## src/tree_plru_replacement_top_defines.svh

```systemverilog
// assertion macros for the tree pseudo-lru replacement block
`ifndef TREE_PLRU_REPLACEMENT_TOP_DEFINES_SVH
`define TREE_PLRU_REPLACEMENT_TOP_DEFINES_SVH

// same-cycle implication, checked on aclk outside reset
`define TPLRU_ASSERT_NOW(lbl, ante, cons, msg) \
    lbl: assert property (@(posedge aclk) disable iff (!aresetn) (ante) |-> (cons)) \
        else $error(msg);

// next-cycle implication, checked on aclk outside reset
`define TPLRU_ASSERT_NEXT(lbl, ante, cons, msg) \
    lbl: assert property (@(posedge aclk) disable iff (!aresetn) (ante) |=> (cons)) \
        else $error(msg);

`endif

```

## src/tplru_pkg.sv

```systemverilog
// shared types and constants of the tree pseudo-lru replacement block
package tplru_pkg;

    localparam int SET_W       = 11;
    localparam int WAY_W       = 4;
    localparam int VICTIM_W    = 4;
    localparam int MODE_W      = 2;
    localparam int IN_TDATA_W  = 24;
    localparam int OUT_TDATA_W = 8;

    localparam int SET_LSB  = 0;
    localparam int WAY_LSB  = 11;
    localparam int HIT_BIT  = 15;
    localparam int WR_BIT   = 16;

    typedef enum logic [MODE_W-1:0] {
        MODE_QUERY  = 2'd0,
        MODE_FILL   = 2'd1,
        MODE_ACCESS = 2'd2
    } mode_t;

    typedef enum logic [1:0] {
        KIND_QUERY,
        KIND_ZERO,
        KIND_TOUCH
    } kind_t;

    typedef struct packed {
        kind_t              kind;
        logic [SET_W-1:0]   set_idx;
        logic [WAY_W-1:0]   way;
    } job_t;

    typedef struct packed {
        logic full;
        logic empty;
    } q_stat_t;

endpackage

```

## src/tplru_front.sv

```systemverilog
// front end: accepts words, classifies them and queues the work for the back end
module tplru_front import tplru_pkg::*; #(
    parameter int WAYS = 16,
    parameter int SETS = 2048
) (
    input  logic                  aclk,
    input  logic                  aresetn,
    input  logic                  s_tvalid,
    output logic                  s_tready,
    input  logic [IN_TDATA_W-1:0] s_tdata,
    input  logic [MODE_W-1:0]     s_tuser,
    input  logic                  clearing,
    output job_t                  q_job,
    output logic                  q_valid,
    input  logic                  q_pop,
    output q_stat_t               q_stat
);

    logic [SET_W-1:0] in_set;
    logic [WAY_W-1:0] in_way;
    logic             set_ok;
    logic             way_ok;
    logic             keep;
    logic             push;
    job_t             in_job;

    job_t       ent_reg [2];
    logic       wr_ptr_reg;
    logic       rd_ptr_reg;
    logic [1:0] cnt_reg;
    logic [1:0] cnt_next;

    assign in_set = s_tdata[SET_LSB +: SET_W];
    assign in_way = s_tdata[WAY_LSB +: WAY_W];
    assign set_ok = 32'(in_set) < 32'(SETS);
    assign way_ok = 32'(in_way) < 32'(WAYS);

    always_comb begin
        keep           = 1'b0;
        in_job.kind    = KIND_TOUCH;
        in_job.set_idx = in_set;
        in_job.way     = in_way;
        case (mode_t'(s_tuser))
            MODE_QUERY: begin
                keep        = 1'b1;
                in_job.kind = set_ok ? KIND_QUERY : KIND_ZERO;
            end
            MODE_FILL: begin
                keep = set_ok && way_ok;
            end
            MODE_ACCESS: begin
                keep = set_ok && way_ok && s_tdata[HIT_BIT] && !s_tdata[WR_BIT];
            end
            default: begin
                keep = 1'b0;
            end
        endcase
    end

    assign q_stat.full  = cnt_reg == 2'd2;
    assign q_stat.empty = cnt_reg == 2'd0;
    assign s_tready     = !clearing && !q_stat.full;
    assign push         = s_tvalid && s_tready && keep;
    assign q_valid      = !q_stat.empty;
    assign q_job        = ent_reg[rd_ptr_reg];

    always_comb begin
        cnt_next = cnt_reg;
        if (push && !q_pop) begin
            cnt_next = cnt_reg + 2'd1;
        end else if (q_pop && !push) begin
            cnt_next = cnt_reg - 2'd1;
        end
    end

    always_ff @(posedge aclk) begin
        if (!aresetn) begin
            wr_ptr_reg <= 1'b0;
            rd_ptr_reg <= 1'b0;
            cnt_reg    <= 2'd0;
        end else begin
            cnt_reg <= cnt_next;
            if (push) begin
                wr_ptr_reg <= !wr_ptr_reg;
            end
            if (q_pop) begin
                rd_ptr_reg <= !rd_ptr_reg;
            end
        end
    end

    always_ff @(posedge aclk) begin
        if (push) begin
            ent_reg[wr_ptr_reg] <= in_job;
        end
    end

endmodule

```

## config.mk

```make
export PLATFORM = sky130hd
export DESIGN_NAME = tplru_front
export DESIGN_NICKNAME = d
export VERILOG_FILES = /design/src/tree_plru_replacement_top_defines.svh /design/src/tplru_pkg.sv /design/src/tplru_front.sv
export SDC_FILE = /design/constraint.sdc
export NUM_CORES = 1
export LEC_CHECK = 0
export BUFFER_PORTS_ARGS = -buffer_cell sky130_fd_sc_hd__buf_4
export CAP_MARGIN = 20
export CORE_MARGIN = 2
export CORE_UTILIZATION = 35
export CTS_CLUSTER_DIAMETER = 100
export CTS_CLUSTER_SIZE = 12
export DETAILED_ROUTE_END_ITERATION = 6
export GPL_TIMING_DRIVEN = 1
export SLEW_MARGIN = 20
export SYNTH_ARGS = -nofsm -noshare
export SYNTH_HDL_FRONTEND = slang
export SYNTH_SLANG_ARGS = --single-unit
```

## constraint.sdc

```tcl
create_clock -name aclk -period 5.6 [get_ports aclk]
set_input_delay 1.4 -clock aclk [delete_from_list [all_inputs] [get_ports aclk]]
set_output_delay 1.4 -clock aclk [all_outputs]
set_load 0.1 [all_outputs]
```

* Yosys cells after proc, flatten, opt, wreduce, memory -nomap -nowiden
Memories as Yosys holds them, arrays and structs flattened. A register that Yosys moved wholly into a read port is not among the register bits.
Index checks and enable logic that the tools add are counted.
** Storage, ports and cells
- Register bits :: 4
- Bits in writable memories :: 34
- Input port bits :: 31
- Output and inout port bits :: 21
- Word-level logic and storage cells :: 35
- Memories :: 1
** Cells by class
- Add/subtract/negate cells :: 2
- Equal/unequal tests :: 3
- Multiplexer cells :: 8
- Reductions and logical operators :: 18
** Memory list
- ent_reg :: words 2, width 17, read ports 1, clocked after Yosys merged registers in 1, write ports 1, line tplru_front.sv:27 : job_t ent_reg [2];
** Operators by type and width (count)
- logical NOT 1 bit :: 8
- logical AND 1 bit :: 6
- 2-to-1 mux 2 bit :: 3
- equality test 2 bit, second input constant :: 2
- logical NOT 2 bit :: 2
- 2-to-1 mux 1 bit :: 4
- adder 2 x 1 -> 2 bit, second input constant :: 1
- equality test 2 x 1 -> 1 bit, second input constant :: 1
- one-hot mux 1 bit (2 select lines) :: 1
- nonzero test 2 bit :: 1
- OR reduction 2 bit :: 1
- subtractor 2 x 1 -> 2 bit, second input constant :: 1

* Depth between registers and ports, before layout
Gate-level depths: netlist of run 1.
- Word-level depth :: 9
- Gate-level depth with buffers :: 6
- Mapped depth without buffers :: 6

* Worst setup path after synthesis of run 1
OpenSTA, ideal clock, no wires.
- Path type :: flip-flop to output port
- Start :: register cnt_reg[1]
- End :: output s_tready
- Arrival time :: 2.859 ns
- Path slack :: 1.341 ns
- Cell stages (with the launch flop) :: 3
- Buffers on the path :: 0
- Cells stage by stage :: dfxtp_1 -> nor2b_1 -> nor2_1
** RTL lines
- from (decl) :: line tplru_front.sv:30 : logic [1:0] cnt_reg;
- from (signal assigned) :: line tplru_front.sv:82 : cnt_reg <= cnt_next;
- to (decl) :: line tplru_front.sv:9 : output logic s_tready,

* Worst setup path in the final report of run 1
- Start :: input clearing
- End :: output s_tready
** On the way
- Cells in the longest elaborated chain, start to end :: 2
** Ends and longest elaborated chain
- from (decl) :: line tplru_front.sv:12 : input logic clearing,
- logical NOT 1 bit :: line tplru_front.sv:62 : assign s_tready = !clearing && !q_stat.full;
- logical AND 1 bit :: line tplru_front.sv:62
No other way between the ends.

==> results.md, run 1 <==
* Leakage at 0.735 nW
* Post-CTS Setup Bufs at 0
* Post-Syn Area at 1440 um^2
* Routed vias at 796
* Die area at 4650 um^2
* Crit end category: output pin
* GRT Total Usage at 10.6%
* Distinct cells, synth at 25
* Final nets at 160
* RSZ-0062 raised after global routing: no
* Root Driver: clkbuf_8
* Final Total Pwr at 722 uW
* Final ANT Viol Nets at 0
* Hpwl dp at 1580 um
* Via density at 4.45
* VDD IR-drop max at 0.000321 V
* Setup TNS at 0 ns
* Met1 Use GR at 10.4%
* P&R area growth vs syn at 33.4%
* Post-synth top flop: edfxtp_1
* Layout Cells excl Fill at 179
* WP data arrival at 1.92 ns
* Grt met2 use at 17.5%
* CTS H-tree lvls at 2
* Routed WL at 2270 um
* Total of warnings raised by yosys at 0
* Status: finished, final reports clean
* Routed wire per std cell at 12.7 um
* Clock insertion delay at the later pin of the skew report at 0.28 ns
* CTS Hold Bufs at 0
* GPL Wtd Cong at 0.646
* Worst-Margin Slew at 0.827 ns
* Slew margin rel. at 44.6%
* First-pass GRT wire length at 3420 um
* Critical Path RT at 4.20 ns
* DRT Pass-1 Iters at 2
* Path category of the worst min-delay check: reg -> reg
* IO Port Bufs at 43
* Ys async rst share at 0%
* Met3 usage at 6.09%
* Share of layout cells above drive strength 1 at 53.5%
* Synth top area cells: edfxtp_1 (67%), mux2_2 (12%), dfxtp_1 (6.9%), a2111oi_4 (1.9%), and2_1 (1.7%)
* Hold Vio Cnt, Final at 0
* Ports at 52
* Worst R2R Setup Slack at 3.52 ns
* Post-CTS Resized at 0
* Gr ovfl total at 0
* Antenna Cells at 0
* Synth top area share at 66.6%
* Starting density of the core at 36.3%
* Final hold slack at 0.489 ns
* Crit path max fanout at 2
* Yosys top cell by area: edfxtp_1
* Most instantiated cells after synthesis: edfxtp_1 (32), mux2_2 (15), dfxtp_1 (5), and2_1 (4), inv_1 (3)
* Clk sinks at 37
* Syn_area_per_cell at 17.8 um^2
* Sequential Area at 1060 um^2
* Max reg flops at 32
* Area of the multi-input gates at 357 um^2
* FMAX at 301 MHz
* Initial DRC count at 41
* TritonCTS buffer count at 5
* Total core area at 3970 um^2
* Die Height at 68.2 um
* Final Skew at 0.00496 ns
* Clk buf depth at 2
* Cells after Synth at 81
* Crit path time final at 3.32 ns
* Syn nets at 113
* Final number of setup-violating endpoints at 0
* Period utilisation layout at 59.3%
* Fill cell count at 371
* Synthesized flop and latch total at 37
* Placed cells at 171
* DIE WIDTH at 68.2 um
* Most numerous cell in the Yosys netlist: edfxtp_1
* Maximum Capacitance Violations at 0
* Sequential area share after synthesis at 73.5%
* Std-Cell Rows at 23
* Max-slew violation count at 0
* Startpoint types: input pin
* Vias in the first global route at 794
* Antenna violations before repair at 0
* Grt peak-use layer: met2
* CP Class: in -> out
* Power Density at 375 nW/um^2
* DRC Markers at 0
* Post-synth EDFFs at 32
* Clk pin slew, worst setup/hold paths at 0.07 ns
* CTS tree: yes
* Largest net degree at the start of global routing at 17
-- placed cells by master, fill, tap and decap left out, drive strengths merged --
master | synthesis | final
edfxtp | 32 | 32
dfxtp | 5 | 5
xnor2 | 1 | 1
nor2 | 1 | 1
clkinvlp | 0 | 1
or3b | 1 | 1
mux2i | 1 | 1
bufinv | 0 | 1
or3 | 1 | 1
ha | 1 | 1
a2111oi | 1 | 1
or2 | 2 | 2
conb | 1 | 1
clkbuf | 1 | 5
a21boi | 1 | 1
inv | 3 | 3
nand2 | 1 | 1
nor2b | 2 | 2
mux2 | 16 | 16
and2 | 4 | 4
xor2 | 2 | 2
nand2b | 1 | 1
buf | 2 | 43
clkinv | 0 | 1
o21ai | 1 | 1
-- worst max-delay path: stages --
cell and delay [ns]:
buf_4 0.12, nor2_1 0.10, buf_4 0.30
-- per-layer routing --
metal  share of wire [%]  vias to the layer above
li1                    -                      387
met1                  38                      369
met2                  49                       33
met3                  11                        7
met4                 2.2                        0
met5                   0                        -
-- worst paths after layout --
check | startpoint | endpoint | depth (start not counted)
max | clearing | s_tready | 3
min | wr_ptr_reg | wr_ptr_reg | 2
min reg2reg | wr_ptr_reg | wr_ptr_reg | 2
max reg2reg | cnt_reg[1] | ent_reg[0][12] | 3
-- power by group --
group          switching [mW]  leakage [nW]  internal [mW]  total, mW
clock                  0.0884        0.0518          0.131      0.219
sequential            0.00850         0.332          0.311      0.319
combinational           0.135         0.352         0.0479      0.183
-- through the flow --
stage,setup WS [ns],cell area (um^2),util (%)
after CTS,2.28,1920,48.5
after global routing,2.22,1920,48.5
after floorplan,1.34,1440,-
final,2.28,1920,48.5
after global placement,2.04,1810,45.7
after detailed placement,2.03,1810,45.7
-- cell type report --
cell class	instances	share of cell area, %
flip-flops and latches	37	55.1
clock inverters	3	2.15
multi-input cells	38	18.5
repair buffers	43	16.8
well taps	50	3.25
clock buffers	5	3.58
inverters	3	0.585
-- kinds of logic (layout without fill, tap and decap cells) --
family                     count (synthesis)  after routing  synth area share [%]
AOI/OAI and AO/OA                          3              3                  2.78
other                                      1              1                 0.260
xor gates and xnor gates                   3              3                  1.82
muxes                                     17             17                  13.2
buffers and inverters                      6             54                  1.91
adders and majority gates                  1              1                 0.867
DFF                                       37             37                  73.5
and+or+nand+nor                           13             13                  5.64
Note: power is estimated with default switching activity, not from simulation.
==> inputs of run 2 (changes only) <==
--- a/config.mk
+++ b/config.mk
@@ -5,6 +5,7 @@
 export SDC_FILE = /design/constraint.sdc
 export NUM_CORES = 1
 export LEC_CHECK = 0
+export ABC_AREA = 1
 export BUFFER_PORTS_ARGS = -buffer_cell sky130_fd_sc_hd__buf_4
 export CAP_MARGIN = 20
 export CORE_MARGIN = 2
==> constraint.sdc (replaced) <==
create_clock -name aclk -period 2.8 [get_ports aclk]
set_input_delay 0.7 -clock aclk [delete_from_list [all_inputs] [get_ports aclk]]
set_output_delay 0.7 -clock aclk [all_outputs]
set_load 0.1 [all_outputs]
==> run 2 against run 1 <==
Effect of this change:
- critical path depth stayed put
- clock skew is 0.00088 ns higher
- clock power is 64% higher
- sequential share of layout area is 0.78 points lower
- synthesized area is 3.3% higher
- non-clock buffer count is 3 higher
- first-iteration DRC count is 32% higher
- clock-buffer cell count is 3 higher
- hold slack better by 0.018 ns
- combinational power is 73% higher
- via count is 9.0% higher
- largest cell class unchanged
- largest power group unchanged
==> results.md, run 2 <==
* Syn nets at 128 (+13%)
* Clk pin slew, worst setup/hold paths at 0.07 ns (about the same)
* CTS tree: yes
* VDD IR-drop max at 0.000314 V (-2.3%)
* Total core area at 4060 um^2 (+2.2%)
* Syn_area_per_cell at 15.5 um^2 (-13%)
* Maximum Capacitance Violations at 0 (unchanged)
* First-pass GRT wire length at 3880 um (+13%)
* IO Port Bufs at 43 (unchanged)
* Ports at 52 (unchanged)
* Final hold slack at 0.507 ns (+0.0177 ns)
* Share of layout cells above drive strength 1 at 49.0% (-4.5 points)
* Worst-Margin Slew at 0.645 ns (-0.182 ns)
* Final Skew at 0.00584 ns (+0.000877 ns)
* Slew margin rel. at 57.0% (+12 points)
* Clock insertion delay at the later pin of the skew report at 0.27 ns (about the same)
* P&R area growth vs syn at 31.0%
* RSZ-0062 raised after global routing: no
* Starting density of the core at 36.7% (+0.40 points)
* Antenna violations before repair at 0 (unchanged)
* FMAX at 415 MHz
* Critical Path RT at 2.10 ns (-2.10 ns)
* CP Class: reg -> out
* Sequential area share after synthesis at 71.2% (-2.3 points)
* Sequential Area at 1060 um^2 (unchanged)
* Distinct cells, synth at 19 (-24%)
* Post-Syn Area at 1490 um^2 (+3.3%)
* Startpoint types: flip-flop
* Period utilisation layout at 86.0%
* Wire length on met2 at 1180 um (+5.9%)
* Hpwl dp at 1790 um (+14%)
* Synth top area share at 64.5% (-2.1 points)
* DR top layer: met4
* Synth top area cells: edfxtp_1 (64%), mux2_4 (10%), dfxtp_1 (6.7%), mux2_2 (4.5%), nand2_1 (2.8%)
* Gr ovfl total at 0 (unchanged)
* Fill cell count at 364 (-1.9%)
* Met3 WL at 178 um (-28%)
* Vias in the first global route at 888 (+12%)
* Routed WL at 2380 um (+4.9%)
* Clk sinks at 37 (unchanged)
* Die area at 4800 um^2 (+3.1%)
* Post-CTS Setup Bufs at 0 (unchanged)
* Crit path max fanout at 11 (+9)
* Path category of the worst min-delay check: reg -> reg
* Status: finished, final reports clean
* WP data arrival at 1.71 ns (-0.21 ns)
* Routed vias at 868 (+9.0%)
* Die Height at 69.3 um (+1.5%)
* Synthesized flop and latch total at 37 (unchanged)
* Crit path time final at 2.41 ns
* Setup TNS at 0 ns (unchanged)
* Cells after Synth at 96 (+19%)
* Root Driver: clkbuf_8
* Routed wire per std cell at 12.1 um (-4.7%)
* Max-slew violation count at 0 (unchanged)
* Most numerous cell in the Yosys netlist: edfxtp_1
* Total of warnings raised by yosys at 0 (unchanged)
* Via density at 4.41 (-0.92%)
* Leakage at 0.832 nW (+13%)
* GRT Total Usage at 10.6% (-0.079 points)
* Most common cell after layout, fill and taps aside: buf_4
* Most instantiated cells after synthesis: edfxtp_1 (32), nand2_1 (11), mux2_4 (10), inv_1 (9), nor2_1 (9)
* Largest net degree at the start of global routing at 17 (unchanged)
* Antenna Cells at 0 (unchanged)
* DRT Pass-1 Iters at 3 (+1)
* Std-Cell Rows at 23 (unchanged)
* Post-synth top flop: edfxtp_1
* Max reg flops at 32 (unchanged)
* DRT met1 WL at 1020 um (+17%)
* Area of the multi-input gates at 355 um^2 (-0.35%)
* Clk buf depth at 2 (unchanged)
* TritonCTS buffer count at 5 (unchanged)
* Final ANT Viol Nets at 0 (unchanged)
* Final nets at 178 (+11%)
* DIE WIDTH at 69.3 um (+1.5%)
* Post-synth EDFFs at 32 (unchanged)
* Final Total Pwr at 1.30 mW (+81%)
* Ys async rst share at 0% (unchanged)
* GPL Wtd Cong at 0.740 (+15%)
* DRC Markers at 0 (unchanged)
* Yosys top cell by area: edfxtp_1
* CTS H-tree lvls at 2 (unchanged)
* Initial DRC count at 54 (+32%)
* Power Density at 668 nW/um^2 (+78%)
* Final number of setup-violating endpoints at 0 (unchanged)
* Commonest cells after routing, fill and taps aside: buf_4 (46), edfxtp_1 (32), nand2_1 (11)
* Hold Vio Cnt, Final at 0 (unchanged)
* Post-CTS Resized at 0 (unchanged)
* Crit end category: output pin
* CTS Hold Bufs at 0 (unchanged)
[run 2: through the flow]
stage | utilization, % | instance area (um^2) | setup slack (ns) | instances
2_1_floorplan | - | 1490 | 0.245 | 96
3_3_place_gp | 45.9 | 1860 | 0.689 | 189
3_5_place_dp | 45.9 | 1860 | 0.666 | 189
4_1_cts | 48.1 | 1950 | 0.369 | 197
5_1_grt | 48.1 | 1950 | 0.298 | 197
6_report | 48.1 | 1950 | 0.393 | 197
[run 2: kinds of logic (layout without fill, tap and decap cells)]
group                    count (synthesis)  count (layout)  share of synthesized area, %
adder cells (fa/ha/maj)                  1               1                         0.839
multiplexers                            16              16                          14.6
buffers and inverters                   13              64                          5.12
AND/OR/NAND/NOR                         24              24                          6.63
AO/OA/AOI/OAI                            4               4                          1.34
flip-flops                              37              37                          71.2
other                                    1               1                         0.252
[run 2: area by class of cell]
class,count,share of cell area (%)
inverters,10,1.92
clock buffers,8,4.62
well taps,50,3.21
repair buffers,46,17.7
multi-input cells,46,18.2
flip-flops and latches,37,54.4
[run 2: worst paths after layout]
kind	start	endpoint	slack, ns	depth (start not counted)
worst max register to register	cnt_reg[0]	ent_reg[1][12]	1.12	6
worst max-delay path	flip-flop	q_job[9]	0.39	3
worst min-delay path	rd_ptr_reg	rd_ptr_reg	0.51	2
worst min register to register	rd_ptr_reg	rd_ptr_reg	0.51	2
[run 2: per-layer routing]
layer / global-route usage, % / vias to the layer above
met4: 3.92 / 0
met3: 5.09 / 2
met2: 17.9 / 35
met5: 0 / -
li1: - / 426
met1: 11.3 / 405
[run 2: critical path, stage by stage (launching register included)]
cell and delay, ns:
dfxtp_1 0.52, buf_4 0.30, mux2_2 0.37, buf_4 0.24
[run 2: report_power, final]
| part | leakage (nW) | switching [mW] | internal (mW) |
|---|---|---|---|
| Sequential | 0.332 | 0.0101 | 0.618 |
| Combinational | 0.455 | 0.231 | 0.0857 |
| Clock | 0.0455 | 0.159 | 0.200 |
